$ cat src/rtl/core/rvd_pkg.sv
package rvd_pkg;

  localparam int WORD_W = 32;
  localparam int OP_W   = 6;
  localparam int CAT_W  = 2;
  localparam int REG_W  = 5;

  // Major opcodes.
  localparam logic [6:0] OPC_MASK     = 7'b1111111;
  localparam logic [6:0] OPC_OP       = 7'h33;
  localparam logic [6:0] OPC_OP_IMM   = 7'h13;
  localparam logic [6:0] OPC_LUI      = 7'h37;
  localparam logic [6:0] OPC_AUIPC    = 7'h17;
  localparam logic [6:0] OPC_JAL      = 7'h6F;
  localparam logic [6:0] OPC_JALR     = 7'h67;
  localparam logic [6:0] OPC_BRANCH   = 7'h63;
  localparam logic [6:0] OPC_LOAD     = 7'h03;
  localparam logic [6:0] OPC_STORE    = 7'h23;
  localparam logic [6:0] OPC_MISC_MEM = 7'h0F;
  localparam logic [6:0] OPC_SYSTEM   = 7'h73;

  localparam logic [6:0] F7_BASE = 7'b0000000;
  localparam logic [6:0] F7_ALT  = 7'b0100000;

  localparam logic [WORD_W-1:0] U_MASK      = 32'hFFFFF000;
  localparam logic [WORD_W-1:0] WORD_ECALL  = 32'h00000073;
  localparam logic [WORD_W-1:0] WORD_EBREAK = 32'h00100073;

  // funct3 codes that matter outside the plain tables.
  localparam logic [2:0] F3_ADD = 3'd0;
  localparam logic [2:0] F3_SLL = 3'd1;
  localparam logic [2:0] F3_SRL = 3'd5;
  localparam logic [2:0] F3_SW  = 3'd2;

  // Categories.
  localparam logic [CAT_W-1:0] CAT_INT = 2'd0;
  localparam logic [CAT_W-1:0] CAT_CTL = 2'd1;
  localparam logic [CAT_W-1:0] CAT_MEM = 2'd2;
  localparam logic [CAT_W-1:0] CAT_SYS = 2'd3;

  // Dense operation numbers.
  localparam logic [OP_W-1:0] OP_ADD    = 6'd0;
  localparam logic [OP_W-1:0] OP_SUB    = 6'd1;
  localparam logic [OP_W-1:0] OP_SLL    = 6'd2;
  localparam logic [OP_W-1:0] OP_SLT    = 6'd3;
  localparam logic [OP_W-1:0] OP_SLTU   = 6'd4;
  localparam logic [OP_W-1:0] OP_XOR    = 6'd5;
  localparam logic [OP_W-1:0] OP_SRL    = 6'd6;
  localparam logic [OP_W-1:0] OP_SRA    = 6'd7;
  localparam logic [OP_W-1:0] OP_OR     = 6'd8;
  localparam logic [OP_W-1:0] OP_AND    = 6'd9;
  localparam logic [OP_W-1:0] OP_ADDI   = 6'd10;
  localparam logic [OP_W-1:0] OP_SLTI   = 6'd11;
  localparam logic [OP_W-1:0] OP_SLTIU  = 6'd12;
  localparam logic [OP_W-1:0] OP_XORI   = 6'd13;
  localparam logic [OP_W-1:0] OP_ORI    = 6'd14;
  localparam logic [OP_W-1:0] OP_ANDI   = 6'd15;
  localparam logic [OP_W-1:0] OP_SLLI   = 6'd16;
  localparam logic [OP_W-1:0] OP_SRLI   = 6'd17;
  localparam logic [OP_W-1:0] OP_SRAI   = 6'd18;
  localparam logic [OP_W-1:0] OP_LUI    = 6'd19;
  localparam logic [OP_W-1:0] OP_AUIPC  = 6'd20;
  localparam logic [OP_W-1:0] OP_JAL    = 6'd21;
  localparam logic [OP_W-1:0] OP_JALR   = 6'd22;
  localparam logic [OP_W-1:0] OP_BEQ    = 6'd23;
  localparam logic [OP_W-1:0] OP_BNE    = 6'd24;
  localparam logic [OP_W-1:0] OP_BLT    = 6'd25;
  localparam logic [OP_W-1:0] OP_BGE    = 6'd26;
  localparam logic [OP_W-1:0] OP_BLTU   = 6'd27;
  localparam logic [OP_W-1:0] OP_BGEU   = 6'd28;
  localparam logic [OP_W-1:0] OP_LB     = 6'd29;
  localparam logic [OP_W-1:0] OP_LH     = 6'd30;
  localparam logic [OP_W-1:0] OP_LW     = 6'd31;
  localparam logic [OP_W-1:0] OP_LBU    = 6'd32;
  localparam logic [OP_W-1:0] OP_LHU    = 6'd33;
  localparam logic [OP_W-1:0] OP_SB     = 6'd34;
  localparam logic [OP_W-1:0] OP_SH     = 6'd35;
  localparam logic [OP_W-1:0] OP_SW     = 6'd36;
  localparam logic [OP_W-1:0] OP_FENCE  = 6'd37;
  localparam logic [OP_W-1:0] OP_ECALL  = 6'd38;
  localparam logic [OP_W-1:0] OP_EBREAK = 6'd39;

  typedef struct packed {
    logic              illegal;
    logic [OP_W-1:0]   operation;
    logic [CAT_W-1:0]  category;
    logic [REG_W-1:0]  dest_reg;
    logic [REG_W-1:0]  src_reg_a;
    logic [REG_W-1:0]  src_reg_b;
    logic [WORD_W-1:0] immediate;
    logic [WORD_W-1:0] raw_word;
  } dec_t;

  // Register-register operations with the base funct7.
  function automatic logic [OP_W-1:0] r_op(input logic [2:0] f3);
    logic [OP_W-1:0] op;
    unique case (f3)
      3'd0: op = OP_ADD;
      3'd1: op = OP_SLL;
      3'd2: op = OP_SLT;
      3'd3: op = OP_SLTU;
      3'd4: op = OP_XOR;
      3'd5: op = OP_SRL;
      3'd6: op = OP_OR;
      default: op = OP_AND;
    endcase
    return op;
  endfunction

  function automatic logic [OP_W-1:0] i_op(input logic [2:0] f3);
    logic [OP_W-1:0] op;
    unique case (f3)
      3'd0: op = OP_ADDI;
      3'd1: op = OP_SLLI;
      3'd2: op = OP_SLTI;
      3'd3: op = OP_SLTIU;
      3'd4: op = OP_XORI;
      3'd5: op = OP_SRLI;
      3'd6: op = OP_ORI;
      default: op = OP_ANDI;
    endcase
    return op;
  endfunction

endpackage

$ cat src/rtl/core/rvd_instr_if.sv
interface rvd_instr_if;
  import rvd_pkg::*;

  logic              valid;
  logic              ready;
  logic [WORD_W-1:0] instr_word;

  modport source (output valid, output instr_word, input ready);
  modport sink (input valid, input instr_word, output ready);
endinterface

$ cat src/rtl/core/rvd_result_if.sv
interface rvd_result_if;
  import rvd_pkg::*;

  logic              valid;
  logic              ready;
  logic              illegal;
  logic [OP_W-1:0]   operation;
  logic [CAT_W-1:0]  category;
  logic [REG_W-1:0]  dest_reg;
  logic [REG_W-1:0]  src_reg_a;
  logic [REG_W-1:0]  src_reg_b;
  logic [WORD_W-1:0] immediate;
  logic [WORD_W-1:0] raw_word;

  modport source (
    output valid, output illegal, output operation, output category,
    output dest_reg, output src_reg_a, output src_reg_b, output immediate,
    output raw_word, input ready
  );
  modport sink (
    input valid, input illegal, input operation, input category,
    input dest_reg, input src_reg_a, input src_reg_b, input immediate,
    input raw_word, output ready
  );
endinterface

$ cat src/rtl/core/rv32i_instruction_decoder.sv
// RV32I instruction decoder.
// The instr channel carries one 32-bit instruction word per request; the
// result channel returns one decoded request for each: illegal flag, dense
// operation number, category, rd/rs1/rs2, immediate and a copy of the word.
// Both channels use valid/ready; a request moves when both are high.
// A word is captured in the input register when it is accepted, is decoded
// combinationally from there and lands in the result register as soon as
// that register can take it; the result is offered from there.
// Throughput is one instruction per cycle while the receiver holds ready
// high, set by the two-register pipeline with no loop in the decode logic.
// When the receiver holds ready low, the result register keeps its request
// and the input register fills behind it; the instr channel then takes no
// more words until the result drains. With an empty result register the
// block always accepts a new word.
// Synchronous reset empties both registers; result.valid is low afterwards
// and the block is ready for a word once reset is released.
module rv32i_instruction_decoder (
  input logic         clk,
  input logic         rst,
  rvd_instr_if.sink   instr,
  rvd_result_if.source result
);
  import rvd_pkg::*;

  logic              s1_valid;
  logic [WORD_W-1:0] s1_word;
  logic              s2_valid;
  dec_t              s2_res;
  dec_t              dec;
  logic              s1_ready;
  logic              s2_ready;

  assign s2_ready    = !s2_valid || result.ready;
  assign s1_ready    = !s1_valid || s2_ready;
  assign instr.ready = s1_ready;

  rvd_decode u_decode (
    .word (s1_word),
    .dec  (dec)
  );

  always_ff @(posedge clk) begin
    if (rst) begin
      s1_valid <= 1'b0;
    end else if (s1_ready) begin
      s1_valid <= instr.valid;
    end
  end

  always_ff @(posedge clk) begin
    if (s1_ready && instr.valid) begin
      s1_word <= instr.instr_word;
    end
  end

  always_ff @(posedge clk) begin
    if (rst) begin
      s2_valid <= 1'b0;
    end else if (s2_ready) begin
      s2_valid <= s1_valid;
    end
  end

  always_ff @(posedge clk) begin
    if (s2_ready && s1_valid) begin
      s2_res <= dec;
    end
  end

  assign result.valid     = s2_valid;
  assign result.illegal   = s2_res.illegal;
  assign result.operation = s2_res.operation;
  assign result.category  = s2_res.category;
  assign result.dest_reg  = s2_res.dest_reg;
  assign result.src_reg_a = s2_res.src_reg_a;
  assign result.src_reg_b = s2_res.src_reg_b;
  assign result.immediate = s2_res.immediate;
  assign result.raw_word  = s2_res.raw_word;

endmodule

$ cat src/rtl/core/rvd_decode.sv
module rvd_decode (
  input  logic [rvd_pkg::WORD_W-1:0] word,
  output rvd_pkg::dec_t              dec
);
  import rvd_pkg::*;

  logic [6:0]        opc;
  logic [2:0]        f3;
  logic [6:0]        f7;
  logic [REG_W-1:0]  rd;
  logic [REG_W-1:0]  rs1;
  logic [REG_W-1:0]  rs2;
  logic [WORD_W-1:0] imm_i;
  logic [WORD_W-1:0] imm_s;
  logic [WORD_W-1:0] imm_b;
  logic [WORD_W-1:0] imm_u;
  logic [WORD_W-1:0] imm_j;
  logic [WORD_W-1:0] shamt;

  logic              bad;
  logic [OP_W-1:0]   op;
  logic [CAT_W-1:0]  cat;
  logic [REG_W-1:0]  use_rd;
  logic [REG_W-1:0]  use_rs1;
  logic [REG_W-1:0]  use_rs2;
  logic [WORD_W-1:0] imm;

  assign opc   = word[6:0] & OPC_MASK;
  assign rd    = word[11:7];
  assign f3    = word[14:12];
  assign rs1   = word[19:15];
  assign rs2   = word[24:20];
  assign f7    = word[31:25];
  assign imm_i = {{20{word[31]}}, word[31:20]};
  assign imm_s = {{20{word[31]}}, word[31:25], word[11:7]};
  assign imm_b = {{20{word[31]}}, word[7], word[30:25], word[11:8], 1'b0};
  assign imm_u = word & U_MASK;
  assign imm_j = {{12{word[31]}}, word[19:12], word[20], word[30:21], 1'b0};
  assign shamt = {27'd0, word[24:20]};

  always_comb begin
    bad     = 1'b0;
    op      = OP_ADD;
    cat     = CAT_INT;
    use_rd  = '0;
    use_rs1 = '0;
    use_rs2 = '0;
    imm     = '0;
    unique case (opc)
      OPC_OP: begin
        use_rd  = rd;
        use_rs1 = rs1;
        use_rs2 = rs2;
        if (f7 == F7_BASE) begin
          op = r_op(f3);
        end else if (f7 == F7_ALT && f3 == F3_ADD) begin
          op = OP_SUB;
        end else if (f7 == F7_ALT && f3 == F3_SRL) begin
          op = OP_SRA;
        end else begin
          bad = 1'b1;
        end
      end
      OPC_OP_IMM: begin
        use_rd  = rd;
        use_rs1 = rs1;
        op      = i_op(f3);
        if (f3 == F3_SLL || f3 == F3_SRL) begin
          imm = shamt;
          if (f7 == F7_ALT && f3 == F3_SRL) begin
            op = OP_SRAI;
          end else if (f7 != F7_BASE) begin
            bad = 1'b1;
          end
        end else begin
          imm = imm_i;
        end
      end
      OPC_LUI: begin
        op     = OP_LUI;
        use_rd = rd;
        imm    = imm_u;
      end
      OPC_AUIPC: begin
        op     = OP_AUIPC;
        use_rd = rd;
        imm    = imm_u;
      end
      OPC_JAL: begin
        op     = OP_JAL;
        cat    = CAT_CTL;
        use_rd = rd;
        imm    = imm_j;
      end
      OPC_JALR: begin
        op      = OP_JALR;
        cat     = CAT_CTL;
        use_rd  = rd;
        use_rs1 = rs1;
        imm     = imm_i;
        bad     = (f3 != F3_ADD);
      end
      OPC_BRANCH: begin
        cat     = CAT_CTL;
        use_rs1 = rs1;
        use_rs2 = rs2;
        imm     = imm_b;
        unique case (f3)
          3'd0: op = OP_BEQ;
          3'd1: op = OP_BNE;
          3'd4: op = OP_BLT;
          3'd5: op = OP_BGE;
          3'd6: op = OP_BLTU;
          3'd7: op = OP_BGEU;
          default: bad = 1'b1;
        endcase
      end
      OPC_LOAD: begin
        cat     = CAT_MEM;
        use_rd  = rd;
        use_rs1 = rs1;
        imm     = imm_i;
        unique case (f3)
          3'd0: op = OP_LB;
          3'd1: op = OP_LH;
          3'd2: op = OP_LW;
          3'd4: op = OP_LBU;
          3'd5: op = OP_LHU;
          default: bad = 1'b1;
        endcase
      end
      OPC_STORE: begin
        cat     = CAT_MEM;
        use_rs1 = rs1;
        use_rs2 = rs2;
        imm     = imm_s;
        op      = OP_SB + {3'd0, f3};
        bad     = (f3 > F3_SW);
      end
      OPC_MISC_MEM: begin
        op  = OP_FENCE;
        cat = CAT_SYS;
        bad = (f3 != F3_ADD);
      end
      OPC_SYSTEM: begin
        cat = CAT_SYS;
        if (word == WORD_ECALL) begin
          op = OP_ECALL;
        end else if (word == WORD_EBREAK) begin
          op = OP_EBREAK;
        end else begin
          bad = 1'b1;
        end
      end
      default: begin
        bad = 1'b1;
      end
    endcase
  end

  // An illegal word reports nothing but the flag.
  always_comb begin
    if (bad) begin
      dec         = '0;
      dec.illegal = 1'b1;
    end else begin
      dec.illegal   = 1'b0;
      dec.operation = op;
      dec.category  = cat;
      dec.dest_reg  = use_rd;
      dec.src_reg_a = use_rs1;
      dec.src_reg_b = use_rs2;
      dec.immediate = imm;
      dec.raw_word  = word;
    end
  end

endmodule

$ cat src/flat_wrapper.sv
// flat-port wrapper written by rule: the top's interface ports become plain ports
module rv32i_instruction_decoder_flat import rvd_pkg::*;
  (clk, rst, instr_valid, instr_instr_word, instr_ready, result_valid, result_illegal, result_operation, result_category, result_dest_reg, result_src_reg_a, result_src_reg_b, result_immediate, result_raw_word, result_ready);
  rvd_instr_if instr_i ();
  rvd_result_if result_i ();
  input logic clk;
  input logic rst;
  input wire logic [$bits(instr_i.valid)-1:0] instr_valid;
  input wire logic [$bits(instr_i.instr_word)-1:0] instr_instr_word;
  output wire logic [$bits(instr_i.ready)-1:0] instr_ready;
  output wire logic [$bits(result_i.valid)-1:0] result_valid;
  output wire logic [$bits(result_i.illegal)-1:0] result_illegal;
  output wire logic [$bits(result_i.operation)-1:0] result_operation;
  output wire logic [$bits(result_i.category)-1:0] result_category;
  output wire logic [$bits(result_i.dest_reg)-1:0] result_dest_reg;
  output wire logic [$bits(result_i.src_reg_a)-1:0] result_src_reg_a;
  output wire logic [$bits(result_i.src_reg_b)-1:0] result_src_reg_b;
  output wire logic [$bits(result_i.immediate)-1:0] result_immediate;
  output wire logic [$bits(result_i.raw_word)-1:0] result_raw_word;
  input wire logic [$bits(result_i.ready)-1:0] result_ready;
  assign instr_i.valid = instr_valid;
  assign instr_i.instr_word = instr_instr_word;
  assign instr_ready = instr_i.ready;
  assign result_valid = result_i.valid;
  assign result_illegal = result_i.illegal;
  assign result_operation = result_i.operation;
  assign result_category = result_i.category;
  assign result_dest_reg = result_i.dest_reg;
  assign result_src_reg_a = result_i.src_reg_a;
  assign result_src_reg_b = result_i.src_reg_b;
  assign result_immediate = result_i.immediate;
  assign result_raw_word = result_i.raw_word;
  assign result_i.ready = result_ready;
  rv32i_instruction_decoder u_core (.clk(clk), .rst(rst), .instr(instr_i), .result(result_i));
endmodule
$ cat config.mk
export PLATFORM = sky130hd
export DESIGN_NAME = rv32i_instruction_decoder_flat
export DESIGN_NICKNAME = d
export VERILOG_FILES = /design/src/rtl/core/rvd_pkg.sv /design/src/rtl/core/rvd_instr_if.sv /design/src/rtl/core/rvd_result_if.sv /design/src/rtl/core/rv32i_instruction_decoder.sv /design/src/rtl/core/rvd_decode.sv /design/src/flat_wrapper.sv
export SDC_FILE = /design/constraint.sdc
export NUM_CORES = 1
export LEC_CHECK = 0
export BUFFER_PORTS_ARGS = -buffer_cell sky130_fd_sc_hd__buf_4
export CAP_MARGIN = 10
export CORE_MARGIN = 2
export CORE_UTILIZATION = 30
export CTS_CLUSTER_SIZE = 12
export DETAILED_ROUTE_END_ITERATION = 16
export PLACE_DENSITY_LB_ADDON = 0.1
export SKIP_CTS_REPAIR_TIMING = 1
export SYNTH_ARGS = -nofsm -noshare
export SYNTH_HDL_FRONTEND = slang
export SYNTH_SLANG_ARGS = --single-unit
$ cat constraint.sdc
create_clock -name clk -period 6.3 [get_ports clk]
set_input_delay 0.315 -clock clk [delete_from_list [all_inputs] [get_ports clk]]
set_output_delay 0.315 -clock clk [all_outputs]
set_load 0.02 [all_outputs]
==> results.tsv, run 1 <==
stage	metric	value	unit
sta	Least-Margin Pin Slew	1060	ps
worst_setup_path	reg2reg end	u_core.result.immediate[14]	
power	combinational share of power	8.6	%
global_route	met3 Usage GRT	3.974	%
layout	Fill cells	1625	
sta	setup TNS	0	ps
worst_setup_path	Worst Setup Path Type	reg -> reg	
cts	H-tree levels	4	
route	DR iter-0 viols	492	
route	DRC	0	
logic_synthesis	register area share after synthesis	68.32	%
die	Die Ht	137.3	um
logic_synthesis	ys async rst share	0	%
route	via/cell ratio	4.995	
power	Sequential Power Share	47.0	%
global_route	grt met1 use	21.09	%
power	leakage power	2.547	nW
layout	multi-input logic area	0.001567	mm^2
route	DR WL/cell	18.76	um
global_route	via count of the first global-routing pass	3750	
cts	worst skew pair latency	420	ps
hold_path	Hold Path Sink	u_core.s1_valid	
worst_setup_path	CP Launch Type	register	
sta	Worst Skew	13.59	ps
cts	CTS Buffer Depth	2	
die	Die ar.	0.01886	mm^2
logic_synthesis	Synth Area per Inst	12.32	um^2
cts	total clock sinks	122	
sta	Max Freq	279.5	MHz
layout	Antenna diodes	0	
worst_setup_path	worst path cell trace	nand3b_1 -> nor3_1 -> nand3_1 -> a21oi_1 -> nor3_4 -> buf_4 -> inv_1 -> buf_4 -> a21oi_1	
layout	fraction of layout cells with a size suffix above 1	29.45	%
route	via count	3956	
logic_synthesis	Yosys warning count	0	
logic_synthesis	Yosys cell types	48	
global_route	Most Crowded Layer GR	met2	
sta	fin crit period	3577	ps
die	CORE AREA	0.01736	mm^2
global_route	first-pass GRT wire length	22.20	mm
flow_run	Max Cap Viol	0	
logic_synthesis	most area-hungry cell type in the Yosys netlist	edfxtp_1	
worst_setup_path	largest delay contributor family on the critical path	simple AND/OR/NAND/NOR gates	
sta	RSZ-0062 raised after global routing	false	
worst_setup_path	reg2reg setup slack	2720	ps
power	Clk pwr share	44.4	%
logic_synthesis	top-area cell type share of the netlist area	67.57	%
layout	FF/Latch Area	0.003643	mm^2
layout	area growth from synthesis to layout	32.38	%
place	# port buffers	125	
die	die width	137.3	um
worst_setup_path	critical path buffer and inverter count	3	
route	first-pass detailed-route iteration total	7	
global_route	initial antenna violation count	0	
logic_synthesis	Post-synth top cells	edfxtp_1, a21oi_1, nand2_1	
logic_synthesis	Cells after Synth	433	
worst_setup_path	CP arrival	3710	ps
power	switching power	0.0004913	W
place	GPL Wtd Cong	0.8717	
hold_path	Hold Crit Start	rst	
logic_synthesis	Mapped Nets	471	
logic_synthesis	top area cells in the synthesized netlist	edfxtp_1, a21oi_1, and2_1, nand2_1, and3_1	
worst_setup_path	CP max stage delay	630	ps
hold_path	Min-Delay Path Depth	2	
power	Pint	0.001585	W
worst_setup_path	Critical Path RT	6440	ps
logic_synthesis	Cell Area, Synth	0.005333	mm^2
logic_synthesis	post-synthesis register bit count	122	
logic_synthesis	count leader, synth	edfxtp_1	
cts	CTS root buffer	clkbuf_16	
power	Sw Ratio	23.66	%
logic_synthesis	Primary FF master, synth	edfxtp_1	
sta	Slew Limit Fails	0	
route	DRT Wirelength	14.86	mm
logic_synthesis	number of synthesized flops with an enable pin	120	
cts	CTS tree	done	
die	Initial Util	30.72	%
place	DP HPWL	10.20	mm
global_route	GRT met2 Usage	26.34	%
route	antenna violation net count after detailed routing	0	
worst_setup_path	crit path max fanout	49	
sta	endpoints failing hold	0	
global_route	largest net degree at the start of global routing	50	
sta	Max-slew headroom	28.77	%
die	std cell rows	48	
global_route	GRT overflow	0	
sta	crit share post-route	56.79	%
global_route	All-Layer GR Usage	16.30	%
power	peak supply drop	0.1815	mV
worst_setup_path	CP Capture Type	register	
run_status	status	finished clean	
hold_path	Min-Delay Path Class	in -> reg	
worst_setup_path	FF-to-FF Start	u_core.s1_word[3]	
layout	Final #Nets	593	
cts	CTS buffer count	17	
cts	Clock transition at path regs	60	ps
power	Power Density	294.2	mW/mm^2
worst_setup_path	worst reg2reg path depth	9	
die	num ports	126	
sta	# setup viols final	0	
worst_setup_path	critical path's slowest cell	nor3_1	
power	Power, Total	0.002077	W
per-stage QoR:
step	hold WS [ps]	std cells	util [%]	setup slack [ps]	area [um^2]
finish	63.40	792	40.67	2723	7059
global route	42.66	792	40.67	2438	7059
CTS	42.98	790	40.51	2707	7032
detailed placement	484.9	759	37.28	2722	6471
global placement	482.0	759	37.28	2784	6471
floorplan	387.4	433	-	1294	5333
metal layers:
| metal | wire (um) | part of all wire [%] |
|---|---|---|
| met4 | 369 | 2.5 |
| met3 | 878 | 5.9 |
| met1 | 6377 | 43 |
| met2 | 7230 | 49 |
| met5 | 0 | 0 |
cell usage in the layout (no fill, tap or decap), drive strengths merged, types with 5 or more instances in the layout:
master    n
nor3      9
o22ai     5
a22oi     7
and2     29
nand2    41
o21ai    11
nor2     39
inv       5
a31oi     9
nor2b     9
clkinv    7
edfxtp  120
a21oi    44
and3     24
buf     129
clkbuf   20
nand3     9
logic make-up after synthesis:
family / count (synthesis) / synth area share (%)
flip-flops: 122 / 68.32
buffers and inverters: 32 / 2.581
AO/OA/AOI/OAI: 92 / 10.32
AND/OR/NAND/NOR: 183 / 17.97
adder cells (fa/ha/maj): 2 / 0.4692
XOR/XNOR: 2 / 0.3285
worst max-delay path by stage:
stage	startpoint	cells past startpoint	slack (ps)	to
after CTS	u_core.s1_word[3]	9	2710	u_core.result.immediate[28]
after floorplan	u_core.result.valid	2	1290	u_core.result.category[0]
after global routing	u_core.s1_word[3]	9	2440	u_core.result.immediate[28]
after detailed placement	u_core.s1_word[3]	9	2720	u_core.result.immediate[28]
after global placement	u_core.s1_word[3]	9	2780	u_core.result.immediate[11]
final	u_core.s1_word[3]	9	2720	u_core.result.immediate[14]
power by group through the flow:
stage / registers (W) / clock network [W] / logic, W
after global routing: 0.000981 / 0.000982 / 0.000192
after detailed placement: 0.000993 / 0 / 0.000178
after global placement: 0.000993 / 0 / 0.000179
after floorplan: 0.00101 / 0 / 0.0000670
after CTS: 0.000977 / 0.000941 / 0.000178
final: 0.000976 / 0.000922 / 0.000178
cell type report:
| type | instances | share of cell area (%) |
|---|---|---|
| multi-input cells | 279 | 22.19 |
| flip-flops and latches | 122 | 51.61 |
| well taps | 225 | 3.988 |
| clock inverters | 12 | 1.808 |
| repair buffers | 130 | 14.00 |
| clock buffers | 19 | 6.133 |
| inverters | 5 | 0.2659 |
(Power assumes the default switching activity.)
==> run 2, diff against run 1 <==
==> constraint.sdc (replaced) <==
create_clock -name clk -period 3.5 [get_ports clk]
set_input_delay 0.175 -clock clk [delete_from_list [all_inputs] [get_ports clk]]
set_output_delay 0.175 -clock clk [all_outputs]
set_load 0.02 [all_outputs]
==> run 2 against run 1 <==
- die area unchanged
- global-route usage decreased by 0.15 points
- total power increased by 89%
- clock power is 96% higher
- clock skew about the same
- sequential share of layout area shrank 3.0 points
- largest power group is now clock
- sequential power up 79%
==> results.tsv, run 2 (same netlist as run 1, synthesis figures left out) <==
stage	metric	value	unit	change
run_status	status	finished clean		
hold_path	Hold Path Sink	u_core.result.valid		
worst_setup_path	critical path's slowest cell	or4_4		
sta	Least-Margin Pin Slew	979.1	ps	-81.19 ps
route	DRT Wirelength	15.06	mm	+1.4%
sta	crit share post-route	82.14	%	+25 points
die	num ports	126		unchanged
cts	CTS Buffer Depth	2		unchanged
die	die width	137.3	um	unchanged
place	# port buffers	125		unchanged
worst_setup_path	CP Launch Type	register		
power	Power Density	522.7	mW/mm^2	+78%
route	DR WL/cell	18.03	um	-3.9%
die	CORE AREA	0.01736	mm^2	unchanged
power	leakage power	2.754	nW	+8.1%
sta	Worst Skew	13.13	ps	-0.4539 ps
global_route	All-Layer GR Usage	16.15	%	-0.15 points
cts	total clock sinks	122		unchanged
layout	Antenna diodes	0		unchanged
sta	fin crit period	2875	ps	-702.7 ps
global_route	via count of the first global-routing pass	3905		+4.1%
worst_setup_path	FF-to-FF Start	u_core.s1_word[25]		
worst_setup_path	CP Capture Type	register		
place	placed insts	770		+1.4%
die	Die Ht	137.3	um	unchanged
worst_setup_path	largest delay contributor family on the critical path	simple AND/OR/NAND/NOR gates		
layout	Fill cells	1646		+1.3%
hold_path	Min-Delay Path Class	in -> reg		
cts	CTS root buffer	clkbuf_16		
die	std cell rows	48		unchanged
power	Sw Ratio	22.89	%	-0.77 points
route	DRC	0		unchanged
layout	fraction of layout cells with a size suffix above 1	28.69	%	-0.76 points
cts	worst skew pair latency	420	ps	about the same
power	peak supply drop	0.3262	mV	+80%
layout	commonest non-fill, non-tap cells in the layout	buf_4, edfxtp_1, a21oi_1, nand2_1, nor2_1		
route	via count	4093		+3.5%
power	Pint	0.003023	W	+91%
die	Die ar.	0.01886	mm^2	unchanged
global_route	initial antenna violation count	0		unchanged
sta	Max-slew headroom	34.17	%	+5.4 points
die	Initial Util	30.72	%	unchanged
worst_setup_path	worst path cell trace	or4_4 -> nor3_4 -> and4_1 -> o2111ai_1 -> nor3_4 -> buf_4 -> and3_1		
worst_setup_path	most numerous cell on the critical path	nor3_4		
power	Sequential Power Share	44.5	%	-2.5 points
global_route	GRT overflow	0		unchanged
sta	endpoints failing hold	0		unchanged
worst_setup_path	Worst Setup Path Type	reg -> reg		
sta	Slew Limit Fails	0		unchanged
worst_setup_path	reg2reg end	u_core.result.src_reg_b[4]		
sta	Max Freq	347.8	MHz	+24%
layout	Final #Nets	636		+7.3%
place	DP HPWL	10.42	mm	+2.1%
cts	CTS tree	done		
power	combinational share of power	9.3	%	+0.7 points
place	Post-Place Cell Area	0.006554	mm^2	+1.3%
cts	Clock transition at path regs	50	ps	about the same
hold_path	Hold Crit Start	result_ready		
global_route	first-pass GRT wire length	22.25	mm	+0.18%
sta	# setup viols final	0		unchanged
power	switching power	0.0008974	W	+83%
worst_setup_path	critical path buffer and inverter count	1		-2
cts	H-tree levels	4		unchanged
route	DR iter-0 viols	421		-14%
cts	CTS buffer count	17		unchanged
worst_setup_path	CP max stage delay	580	ps	-50 ps
hold_path	Min-Delay Path Depth	4		+2
route	via/cell ratio	4.902		-1.9%
layout	commonest non-fill, non-tap cell in the layout	buf_4		
worst_setup_path	CP arrival	3150	ps	-560 ps
power	Clk pwr share	46.1	%	+1.7 points
worst_setup_path	crit path max fanout	48		-2.0%
layout	area growth from synthesis to layout	40.66	%	
route	antenna violation net count after detailed routing	0		unchanged
place	GPL Wtd Cong	0.9274		+6.4%
sta	RSZ-0062 raised after global routing	false		
worst_setup_path	reg2reg setup slack	630	ps	-2100 ps
worst_setup_path	worst reg2reg path depth	7		-2
global_route	largest net degree at the start of global routing	49		-2.0%
flow_run	Max Cap Viol	0		unchanged
worst_setup_path	Critical Path RT	3780	ps	-2660 ps
layout	post-route insts no fill	835		+5.4%
sta	setup TNS	0	ps	unchanged
route	first-pass detailed-route iteration total	6		-1
layout	design area	0.007501	mm^2	+6.3%
-- run 2: worst max-delay path by stage --
stage / depth (start not counted) / startpoint / to
detailed placement: 7 / u_core.s1_word[25] / u_core.result.src_reg_b[4]
global placement: 7 / u_core.s1_word[25] / u_core.result.src_reg_b[4]
floorplan: 2 / u_core.result.valid / u_core.result.category[0]
CTS: 7 / u_core.s1_word[25] / u_core.result.src_reg_b[4]
finish: 7 / u_core.s1_word[25] / u_core.result.src_reg_b[4]
global route: 5 / u_core.s1_word[2] / u_core.result.immediate[22]
-- run 2: power groups by stage --
stage               combinational (W)  sequential [W]  clock [W]
floorplan                    0.000121         0.00182          0
global placement             0.000338         0.00178          0
detailed placement           0.000338         0.00178          0
CTS                          0.000339         0.00175    0.00184
global route                 0.000394         0.00176    0.00191
finish                       0.000366         0.00175    0.00181
-- run 2: layout make-up --
type | instances | area [um^2] | share of cell area [%]
Sequential cell | 122 | 3643 | 48.57
Inverter | 5 | 18.77 | 0.2502
Clock inverter | 13 | 177.7 | 2.369
Timing Repair Buffer | 173 | 1384 | 18.45
Clock buffer | 18 | 429.2 | 5.721
Multi-Input combinational cell | 279 | 1567 | 20.88
Tap cell | 225 | 281.5 | 3.753
-- run 2: stage by stage --
step	worst slack, ps	hold WS (ps)	util [%]	power, W
after floorplan	214.5	247.4	-	0.001939
after CTS	552.8	-99.77	41.26	0.003931
final	625.2	119.9	43.22	0.003921
after global placement	560.0	341.9	37.76	0.002114
after global routing	414.1	146.6	43.22	0.004057
after detailed placement	575.6	346.5	37.76	0.002116
-- run 2: tightest hold or removal path, delay by kind of cell --
kind          cells  cell delay [ps]
buf+inv           1               70
simple gates      3              240
-- run 2: metal layers --
layer / GRT usage (%) / share of wire [%] / vias up / wire, um
met5: 0 / 0 / - / 0
met4: 5.498 / 1.7 / 0 / 263
met3: 3.863 / 5.6 / 19 / 842
met2: 26.64 / 51 / 146 / 7632
met1: 20.83 / 42 / 1971 / 6318
li1: - / - / 1957 / -
